==> config.mk <==
export PLATFORM = sky130hd
export DESIGN_NAME = interval_overlap_classifier
export DESIGN_NICKNAME = d
export VERILOG_FILES = /design/src/rtl/core/ioc_pkg.sv /design/src/rtl/core/interval_overlap_classifier.sv /design/src/rtl/core/ioc_front.sv /design/src/rtl/core/ioc_div_stage.sv
export VERILOG_INCLUDE_DIRS = /design/src /design/src/rtl/core
export SDC_FILE = /design/constraint.sdc
export NUM_CORES = 2
export LEC_CHECK = 0
export BUFFER_PORTS_ARGS = -buffer_cell sky130_fd_sc_hd__buf_2
export CORE_ASPECT_RATIO = 0.7
export CORE_UTILIZATION = 50
export CTS_CLUSTER_DIAMETER = 40
export CTS_CLUSTER_SIZE = 14
export DETAILED_ROUTE_END_ITERATION = 6
export PLACE_DENSITY = 0.64
export SYNTH_ARGS = -nofsm -noshare
export SYNTH_HDL_FRONTEND = slang
export SYNTH_HIERARCHICAL = 1
export SYNTH_SLANG_ARGS = --single-unit
==> constraint.sdc <==
create_clock -name clk -period 7.4 [get_ports clk]
set_clock_uncertainty 0.2 [all_clocks]
set_input_delay 1.48 -clock clk [delete_from_list [all_inputs] [get_ports clk]]
set_output_delay 1.48 -clock clk [all_outputs]
set_load 0.03 [all_outputs]
==> src/rtl/core/assert_macros.svh <==
// assertion macros for the rtl of the interval overlap classifier
// no dependencies; included by interval_overlap_classifier, the file that carries concurrent assertions
`ifndef ASSERT_MACROS_SVH
`define ASSERT_MACROS_SVH

// same-cycle implication, disabled during reset
`define ASSERT_IMPLY(name, ck, rs, ante, cons, msg) \
  name: assert property (@(posedge ck) disable iff (rs) (ante) |-> (cons)) \
    else $error(msg);

// next-cycle implication, disabled during reset
`define ASSERT_NEXT(name, ck, rs, ante, cons, msg) \
  name: assert property (@(posedge ck) disable iff (rs) (ante) |=> (cons)) \
    else $error(msg);

`endif

==> src/rtl/core/ioc_pkg.sv <==
// package of the interval overlap classifier: item types, class codes, widths
// no dependencies
`timescale 1ns / 1ps

package ioc_pkg;

  // result class codes
  localparam logic [2:0] CLS_HALF_LONG  = 3'd0;
  localparam logic [2:0] CLS_HALF_SHORT = 3'd1;
  localparam logic [2:0] CLS_SMALL      = 3'd2;
  localparam logic [2:0] CLS_DISJOINT   = 3'd3;
  localparam logic [2:0] CLS_MALFORMED  = 3'd4;

  localparam logic [7:0] GAP_TOL_RESET = 8'd5;

  // interval length 1..65536
  localparam int LEN_W = 17;
  // magnitude of 16 * overlap, at most 2^20
  localparam int DVD_W = 21;
  // quotient magnitude stays below 4096
  localparam int DIV_BITS = 12;
  localparam int CMP_W = LEN_W + DIV_BITS;
  // default quotient bits resolved per divider stage
  localparam int DIV_STEPS_DEF = 2;

  typedef struct packed {
    logic signed [15:0] first_begin;
    logic signed [15:0] first_finish;
    logic signed [15:0] second_begin;
    logic signed [15:0] second_finish;
  } ioc_in_t;

  typedef struct packed {
    logic [2:0]  overlap_class;
    logic [15:0] ratio_first;
    logic [15:0] ratio_second;
  } ioc_out_t;

  // item state inside the divider pipeline
  typedef struct packed {
    logic [2:0]          cls;
    logic [15:0]         gap;
    logic                neg;
    logic [LEN_W-1:0]    len1;
    logic [LEN_W-1:0]    len2;
    logic [DVD_W-1:0]    rem1;
    logic [DVD_W-1:0]    rem2;
    logic [DIV_BITS-1:0] q1;
    logic [DIV_BITS-1:0] q2;
  } ioc_div_t;

endpackage

==> src/rtl/core/interval_overlap_classifier.sv <==
// from input accept to output valid an item passes front stages a and b, the divider stages and the output register
// throughput: one item per cycle; every stage has its own valid bit and holds under stall
// the restoring dividers resolve DIV_STEPS quotient bits per stage
// reset (synchronous, active high) empties the pipeline and sets gap_tolerance to 5
// depends on ioc_pkg, ioc_front, ioc_div_stage and assert_macros.svh
`timescale 1ns / 1ps
`include "assert_macros.svh"

module interval_overlap_classifier #(
  parameter int DIV_STEPS = ioc_pkg::DIV_STEPS_DEF
) (
  input  logic              clk,
  input  logic              rst,
  // input item channel
  input  logic              in_valid,
  output logic              in_ready,
  input  ioc_pkg::ioc_in_t  in_data,
  // result item channel
  output logic              out_valid,
  input  logic              out_ready,
  output ioc_pkg::ioc_out_t out_data,
  // tolerance register write channel
  input  logic              cfg_valid,
  output logic              cfg_ready,
  input  logic [7:0]        cfg_data
);

  // number of divider stages; the last one may resolve fewer bits
  localparam int NUM_STAGES = (ioc_pkg::DIV_BITS + DIV_STEPS - 1) / DIV_STEPS;

  logic [7:0] gap_tolerance;

  // chain of divider stages, index 0 is the front output
  logic              stage_valid [NUM_STAGES+1];
  logic              stage_ready [NUM_STAGES+1];
  ioc_pkg::ioc_div_t stage_data  [NUM_STAGES+1];

  ioc_pkg::ioc_div_t last;
  ioc_pkg::ioc_out_t out_next;
  logic              last_ready;

  // tolerance register, always writable
  assign cfg_ready = 1'b1;

  always_ff @(posedge clk) begin
    if (rst) begin
      gap_tolerance <= ioc_pkg::GAP_TOL_RESET;
    end else if (cfg_valid) begin
      gap_tolerance <= cfg_data;
    end
  end

  // bounds, gap test, class and dividend in two stages
  ioc_front u_front (
    .clk           (clk),
    .rst           (rst),
    .in_valid      (in_valid),
    .in_ready      (in_ready),
    .in_data       (in_data),
    .gap_tolerance (gap_tolerance),
    .down_valid    (stage_valid[0]),
    .down_ready    (stage_ready[0]),
    .down_data     (stage_data[0])
  );

  // both ratios are divided in lockstep, highest quotient bit first
  for (genvar k = 0; k < NUM_STAGES; k++) begin : g_div
    ioc_div_stage #(
      .STEPS     (DIV_STEPS),
      .FIRST_BIT (ioc_pkg::DIV_BITS - 1 - k * DIV_STEPS)
    ) u_stage (
      .clk        (clk),
      .rst        (rst),
      .up_valid   (stage_valid[k]),
      .up_ready   (stage_ready[k]),
      .up_data    (stage_data[k]),
      .down_valid (stage_valid[k+1]),
      .down_ready (stage_ready[k+1]),
      .down_data  (stage_data[k+1])
    );
  end

  assign last = stage_data[NUM_STAGES];

  // final select: quotient sign applied here; zeros for malformed, gap and zero for disjoint
  always_comb begin
    out_next.overlap_class = last.cls;
    out_next.ratio_first   = last.neg ? 16'(16'd0 - 16'(last.q1)) : 16'(last.q1);
    out_next.ratio_second  = last.neg ? 16'(16'd0 - 16'(last.q2)) : 16'(last.q2);
    case (last.cls)
      ioc_pkg::CLS_MALFORMED: begin
        out_next.ratio_first  = 16'd0;
        out_next.ratio_second = 16'd0;
      end
      ioc_pkg::CLS_DISJOINT: begin
        out_next.ratio_first  = last.gap;
        out_next.ratio_second = 16'd0;
      end
      default: begin
      end
    endcase
  end

  // output register parts the result side from the pipeline
  assign last_ready              = !out_valid || out_ready;
  assign stage_ready[NUM_STAGES] = last_ready;

  always_ff @(posedge clk) begin
    if (rst) begin
      out_valid <= 1'b0;
    end else if (last_ready) begin
      out_valid <= stage_valid[NUM_STAGES];
    end
  end

  always_ff @(posedge clk) begin
    if (last_ready && stage_valid[NUM_STAGES]) begin
      out_data <= out_next;
    end
  end

  // checks on the result side
  logic out_malformed, out_disjoint, out_half_long;
  logic ratios_zero, first_in_band, second_in_band;

  assign out_malformed  = out_valid && out_data.overlap_class == ioc_pkg::CLS_MALFORMED;
  assign out_disjoint   = out_valid && out_data.overlap_class == ioc_pkg::CLS_DISJOINT;
  assign out_half_long  = out_valid && out_data.overlap_class == ioc_pkg::CLS_HALF_LONG;
  assign ratios_zero    = out_data.ratio_first == 16'd0 && out_data.ratio_second == 16'd0;
  assign first_in_band  = out_data.ratio_first >= 16'd8 && out_data.ratio_first <= 16'd16;
  assign second_in_band = out_data.ratio_second >= 16'd8 && out_data.ratio_second <= 16'd16;

  // over half of the longer interval means over half of each, so both ratios are 8..16
  `ASSERT_IMPLY(a_half_long_band, clk, rst, out_half_long, first_in_band && second_in_band, "ratio out of band")
  `ASSERT_IMPLY(a_malformed_zero, clk, rst, out_malformed, ratios_zero, "malformed item with ratio")
  `ASSERT_IMPLY(a_disjoint_second, clk, rst, out_disjoint, out_data.ratio_second == 16'd0, "disjoint ratio")
  // input can only stall when the whole pipeline backs up from a held result
  `ASSERT_IMPLY(a_stall_source, clk, rst, !in_ready, out_valid && !out_ready, "input stalled without cause")

endmodule

==> src/rtl/core/ioc_front.sv <==
// front of the classifier: interval bounds, gap test, lengths, class, dividend
// depends on ioc_pkg; two register stages with their own valid bits
`timescale 1ns / 1ps

module ioc_front (
  input  logic              clk,
  input  logic              rst,
  input  logic              in_valid,
  output logic              in_ready,
  input  ioc_pkg::ioc_in_t  in_data,
  input  logic [7:0]        gap_tolerance,
  output logic              down_valid,
  input  logic              down_ready,
  output ioc_pkg::ioc_div_t down_data
);

  typedef struct packed {
    logic                       malformed;
    logic                       disjoint;
    logic [15:0]                gap;
    logic signed [17:0]         ov;
    logic [ioc_pkg::LEN_W-1:0]  len1;
    logic [ioc_pkg::LEN_W-1:0]  len2;
  } front_a_t;

  logic     valid_a;
  logic     ready_a;
  front_a_t data_a;
  front_a_t data_a_next;
  logic     ready_b;
  ioc_pkg::ioc_div_t data_b_next;

  // stage a: bounds, gap test and lengths
  always_comb begin
    logic signed [17:0] b1, e1, b2, e2, lo, hi;
    b1 = 18'(in_data.first_begin);
    e1 = 18'(in_data.first_finish);
    b2 = 18'(in_data.second_begin);
    e2 = 18'(in_data.second_finish);
    lo = (b1 > b2) ? b1 : b2;
    hi = (e1 < e2) ? e1 : e2;
    data_a_next.malformed = (e1 < b1) || (e2 < b2);
    data_a_next.disjoint  = lo > (hi + $signed({10'd0, gap_tolerance}));
    data_a_next.gap       = 16'(lo - hi);
    data_a_next.ov        = hi - lo + 18'sd1;
    data_a_next.len1      = ioc_pkg::LEN_W'(e1 - b1 + 18'sd1);
    data_a_next.len2      = ioc_pkg::LEN_W'(e2 - b2 + 18'sd1);
  end

  // stage b: class and dividend magnitude
  always_comb begin
    logic [ioc_pkg::LEN_W-1:0] shorter, longer;
    logic signed [18:0]        twice;
    logic signed [21:0]        scaled;
    shorter = (data_a.len1 < data_a.len2) ? data_a.len1 : data_a.len2;
    longer  = (data_a.len1 > data_a.len2) ? data_a.len1 : data_a.len2;
    twice   = {data_a.ov, 1'b0};
    scaled  = {data_a.ov, 4'd0};
    data_b_next = '0;
    if (data_a.malformed) begin
      data_b_next.cls = ioc_pkg::CLS_MALFORMED;
    end else if (data_a.disjoint) begin
      data_b_next.cls = ioc_pkg::CLS_DISJOINT;
    end else if (twice > $signed({2'd0, longer})) begin
      data_b_next.cls = ioc_pkg::CLS_HALF_LONG;
    end else if (twice > $signed({2'd0, shorter})) begin
      data_b_next.cls = ioc_pkg::CLS_HALF_SHORT;
    end else begin
      data_b_next.cls = ioc_pkg::CLS_SMALL;
    end
    data_b_next.gap  = data_a.gap;
    data_b_next.neg  = data_a.ov[17];
    data_b_next.len1 = data_a.len1;
    data_b_next.len2 = data_a.len2;
    data_b_next.rem1 = ioc_pkg::DVD_W'(data_a.ov[17] ? -scaled : scaled);
    data_b_next.rem2 = data_b_next.rem1;
  end

  assign ready_b  = !down_valid || down_ready;
  assign ready_a  = !valid_a || ready_b;
  assign in_ready = ready_a;

  always_ff @(posedge clk) begin
    if (rst) begin
      valid_a    <= 1'b0;
      down_valid <= 1'b0;
    end else begin
      if (ready_a) begin
        valid_a <= in_valid;
      end
      if (ready_b) begin
        down_valid <= valid_a;
      end
    end
  end

  always_ff @(posedge clk) begin
    if (ready_a && in_valid) begin
      data_a <= data_a_next;
    end
    if (ready_b && valid_a) begin
      down_data <= data_b_next;
    end
  end

endmodule

==> src/rtl/core/ioc_div_stage.sv <==
// one stage of the two restoring dividers, STEPS quotient bits per stage
// depends on ioc_pkg; holds its item while the next stage is full
`timescale 1ns / 1ps

module ioc_div_stage #(
  parameter int STEPS     = ioc_pkg::DIV_STEPS_DEF,
  parameter int FIRST_BIT = ioc_pkg::DIV_BITS - 1
) (
  input  logic              clk,
  input  logic              rst,
  input  logic              up_valid,
  output logic              up_ready,
  input  ioc_pkg::ioc_div_t up_data,
  output logic              down_valid,
  input  logic              down_ready,
  output ioc_pkg::ioc_div_t down_data
);

  ioc_pkg::ioc_div_t data_next;

  always_comb begin
    logic [ioc_pkg::CMP_W-1:0] sh1, sh2, r1, r2;
    data_next = up_data;
    sh1 = '0;
    sh2 = '0;
    r1  = '0;
    r2  = '0;
    for (int j = 0; j < STEPS; j++) begin
      if (FIRST_BIT - j >= 0) begin
        sh1 = ioc_pkg::CMP_W'(up_data.len1) << (FIRST_BIT - j);
        sh2 = ioc_pkg::CMP_W'(up_data.len2) << (FIRST_BIT - j);
        r1  = ioc_pkg::CMP_W'(data_next.rem1);
        r2  = ioc_pkg::CMP_W'(data_next.rem2);
        data_next.q1 = {data_next.q1[ioc_pkg::DIV_BITS-2:0], r1 >= sh1};
        data_next.q2 = {data_next.q2[ioc_pkg::DIV_BITS-2:0], r2 >= sh2};
        if (r1 >= sh1) begin
          data_next.rem1 = ioc_pkg::DVD_W'(r1 - sh1);
        end
        if (r2 >= sh2) begin
          data_next.rem2 = ioc_pkg::DVD_W'(r2 - sh2);
        end
      end
    end
  end

  assign up_ready = !down_valid || down_ready;

  always_ff @(posedge clk) begin
    if (rst) begin
      down_valid <= 1'b0;
    end else if (up_ready) begin
      down_valid <= up_valid;
    end
  end

  always_ff @(posedge clk) begin
    if (up_ready && up_valid) begin
      down_data <= data_next;
    end
  end

endmodule

Yosys cells after proc, flatten, opt, wreduce, memory -nomap -nowiden:

Index checks and enable logic that the tools add are counted.

* bits of input ports: 77
* word-level logic and storage cells: 205
* bits in registers: 781
* output and inout bits: 38

* multiplexer cells: 33
* $lt $le $gt $ge: 33
* $add $sub $neg: 33
* reductions and logical operators: 28
* equality and inequality tests: 2

Operator list (number)
* $mux W21: 23
* $sub A21 B21 Y21: 16
* $pmux W32 S2: 1
* $ge A21 B28 Y1: 2
* $ge A21 B27 Y1: 2
* $ge A21 B26 Y1: 2
* $ge A21 B25 Y1: 2
* $ge A21 B24 Y1: 2
* $lt A16 B16 Y1: 3
* $ge A21 B23 Y1: 2
* $ge A21 B22 Y1: 2
* $ge A21 B17 Y1: 2
* $ge A21 B18 Y1: 2
* $ge A21 B19 Y1: 2
* $ge A21 B20 Y1: 2
* $ge A21 B21 Y1: 2
* $sub A21 B18 Y21: 2
* $sub A21 B19 Y21: 2
* $sub A21 B20 Y21: 2
* $gt A19 B18 Y1: 2
* $mux W18: 2
* $add A17 B2 Y17 const B: 2
* $mux W17: 2
* $sub A16 B16 Y17: 2
* 18 further kinds: 46

Logic depth before layout (Yosys ltp):

* word-level depth: 11
* mapped depth: 29
* depth with buffers taken out: 27

Modules after synthesis:

The synthesis kept the hierarchy.

Modules (own cells, without submodules)
* ioc_front: seq. area each 4244.1 um2, area each 12792.3 um2, instances 1, cells an instance 1278
* ioc_div_stage at g_div[5].u_stage: seq. area each 3623.5 um2, area each 8446.9 um2, instances 1, cells an instance 810
* ioc_div_stage at g_div[4].u_stage: seq. area each 3623.5 um2, area each 7990.2 um2, instances 1, cells an instance 726
* ioc_div_stage at g_div[3].u_stage: seq. area each 3623.5 um2, area each 7611.0 um2, instances 1, cells an instance 679
* ioc_div_stage at g_div[2].u_stage: seq. area each 3623.5 um2, area each 7330.8 um2, instances 1, cells an instance 619
* ioc_div_stage at g_div[1].u_stage: seq. area each 3623.5 um2, area each 6762.7 um2, instances 1, cells an instance 523
* ioc_div_stage at g_div[0].u_stage: seq. area each 3623.5 um2, area each 6364.9 um2, instances 1, cells an instance 502
* interval_overlap_classifier: seq. area each 1141.1 um2, area each 2024.4 um2, instances 1, cells an instance 181

Least setup slack after synthesis:

Ideal clock, no wire load.

* kind: input to register
* from: input in_data[15] (netlist bit)
* to: register u_front/data_a[68] (netlist bit) (data pin)
* path buffers: 2
* setup slack: 0.799 ns
* library setup time: 0.264 ns
* stages: 28
* data required time: 6.936 ns
* arrival: 6.138 ns
* cell sequence: inv_1 ha_1 a2111oi_1 o221a_2 a21oi_1 a21o_1 buf_6 nor2_4 buf_2 o21ai_0 ha_1 fa_1 a21o_1 a21oi_1 o21ai_0 o41a_1 nand2b_1 nor3_2 nor3_1 a22oi_1 ha_1 a21o_1 a21o_1 a21oi_1 o21a_1 nor2_1 a211oi_1 a31oi_1

RTL lines
* start: declaration: RTL line interval_overlap_classifier.sv:17 `input ioc_pkg::ioc_in_t in_data,`
* end signal: assignment: RTL line ioc_front.sv:99 `data_a <= data_a_next;`
* end: declaration: RTL line ioc_front.sv:28 `front_a_t data_a;`

==> metrics.csv <==
stage,metric,value,unit
grt,grt_pass1_vias,35920,
worst_setup_path,crit_required,7570,ps
power,max-vdd-ir-drop,0.1868,mV
placement,portBuffers,113,
grt,grt_pass1_wl,207500,um
clock_tree,post_cts_buffers,0,
clock_tree,cts_inserted_buffers,94,
final_layout,fillCellCount,9143,
grt,overflow,0,
die,initial_core_util,50.44,%
sta,timing.setup.tns,0,ps
clock_tree,cts.clk_slew.worst_paths,60,ps
die,fp.dieArea,108600,um2
worst_setup_path,path_class,in2reg,
sta,rsz0062_at_grt,false,
clock_tree,clock_path_buffers,3,
final_layout,nets,5814,
worst_setup_path,critPathArrivalTime,6740,ps
power,powerDensity,205.2,nW/um2
placement,routabilityCongestion,0.9179,
routing,routed_wl,133000,um
worst_setup_path,regToRegStartpoint,g_div[3].u_stage/down_data[66],
synthesis,avgSynthCellArea,10.78,um2
worst_setup_path,cp-end-kind,flop,
sta,finalCriticalPeriod,6567,ps
routing,dr_wl_met2,54350,um
clock_tree,cts_resized,0,
worst_setup_path,reg2regPathDepth,19,
grt,grt_use_total,24.06,%
sta,timing.fmax,152.3,MHz
routing,dr.pass1.iters,5,
sta,slew_viol_final,0,
worst_setup_path,crit_path_start,in_data[15],
worst_setup_path,r2r_slack,1030,ps
synthesis,syn_area,53650,um2
worst_hold_path,hold_class,reg2reg,
sta,tightest_slew,1156,ps
die,core-area,106400,um2
placement,hpwl,106600,um
sta,holdWs,199.9,ps
clock_tree,clock_latency,690,ps
final_layout,layout_commonest_cell,edfxtp_1,
clock_tree,cts_max_level,3,
job,drv_cap,0,
clock_tree,holdBufCountCts,0,
placement,placed_area,55660,um2
worst_setup_path,path_max_fanout,4,
final_layout,postLayoutCellArea,58810,um2
sta,slew_headroom,22.93,%
final_layout,drive_gt1_share,11.48,%
routing,maxUsedRoutingLayer,met4,
worst_setup_path,start_kind,input pin,
routing,drc,0,
status,status,"finished, final reports clean",
final_layout,final_cell_mix,"756 x edfxtp_1, 574 x ha_1, 429 x inv_1, 387 x a21oi_1, 370 x nor2_1",
clock_tree,cts_tree,done,
clock_tree,cts.sinks,773,
power,leakage,23.88,nW
sta,period_share,88.75,%
power,p_total,12.07,mW
grt,grt_max_degree,117,
worst_setup_path,r2r_end,g_div[4].u_stage/down_data[39],
routing,first_iter_violations,3597,
routing,route.met3.wl,7340,um
sta,hold_viol,0,
routing,m1WireLength,69290,um
final_layout,area_growth,9.632,%
die,io_pins,115,
synthesis,ys_warn_count,6,
final_layout,diodes,0,
die,die-height,276.1,um
routing,antenna_left,0,
routing,num_vias,38174,
routing,via_per_inst,5.768,
die,fp.dieW,393.5,um
die,fp-row-count,100,
synthesis,syn_inst,4975,
sta,setup-violations-final,0,
clock_tree,cts-root-buf,clkbuf_16,
routing,wl_per_cell,20.09,um
grt,antenna_found_initial,3,
worst_setup_path,endpoint,u_front/data_a[68],
==> through the flow <==
stage          util, %  setup WS (ps)  cells
6_report         55.30          832.7   6618
5_1_grt          55.30          486.6   6618
4_1_cts          55.30          964.0   6618
3_5_place_dp     52.34          286.2   6454
3_3_place_gp     52.34          263.0   6454
2_1_floorplan        -          798.6   4982
==> power breakdown <==
part	switching, mW	internal, mW
logic	1.31	0.933
clock network	1.96	2.60
registers	0.227	5.04
total	3.50	8.56
==> metal layers <==
metal / vias up / track usage (%)
met2: 1025 / 34.49
met1: 18209 / 38.58
met5: - / 0
met4: 0 / 4.490
met3: 125 / 3.023
li1: 18815 / -
==> worst min path at each step <==
stage	from	endpoint	slack, ps	depth (start not counted)
after detailed placement	u_front/down_data[103]	g_div[0].u_stage/down_data[103]	200	0
after global placement	g_div[4].u_stage/down_data[118]	g_div[5].u_stage/down_data[118]	200	0
after CTS	g_div[1].u_stage/down_data[3]	g_div[2].u_stage/down_data[5]	200	0
final	g_div[1].u_stage/down_data[3]	g_div[2].u_stage/down_data[5]	200	0
after global routing	u_front/down_data[118]	g_div[0].u_stage/down_data[118]	200	0
after floorplan	u_front/down_data[100]	g_div[0].u_stage/down_data[100]	200	0
==> state kept, by name, summed over array words and instances, names as in the netlist <==
signal and flops:
gap_tolerance 8, out_data 32, u_front/down_data 71, u_front/data_a 69
out_valid 1, u_front/valid_a 1, g_div.u_stage/down_data 584, g_div.u_stage/down_valid 6
u_front/down_valid 1
==> worst max-delay path, stage by stage <==
cell	delay (ps)
buf_2	140
inv_1	90
ha_1	360
a2111oi_1	410
o221a_2	260
a21oi_1	50
a21oi_2	270
nand2_2	140
nor2_1	150
a21o_1	140
ha_1	240
a21o_1	180
a21oi_1	220
o21ai_0	180
o21ai_0	730
a211oi_1	180
nor2_1	170
xnor2_1	140
ha_1	260
a21o_1	180
a21o_1	170
a21oi_1	130
o21a_1	130
nor2_1	40
a211oi_1	210
a31oi_1	110
==> cell type report <==
class	count	area [um2]	area share (%)
inverter	437	1650	2.806
timing repair buffer	149	848.3	1.442
clock buffer	101	2379	4.044
multi-input combinational	3667	28330	48.17
tap	1428	1787	3.038
clock inverter	63	774.5	1.317
sequential	773	23040	39.18
Note: power is estimated with default switching activity, not from simulation.
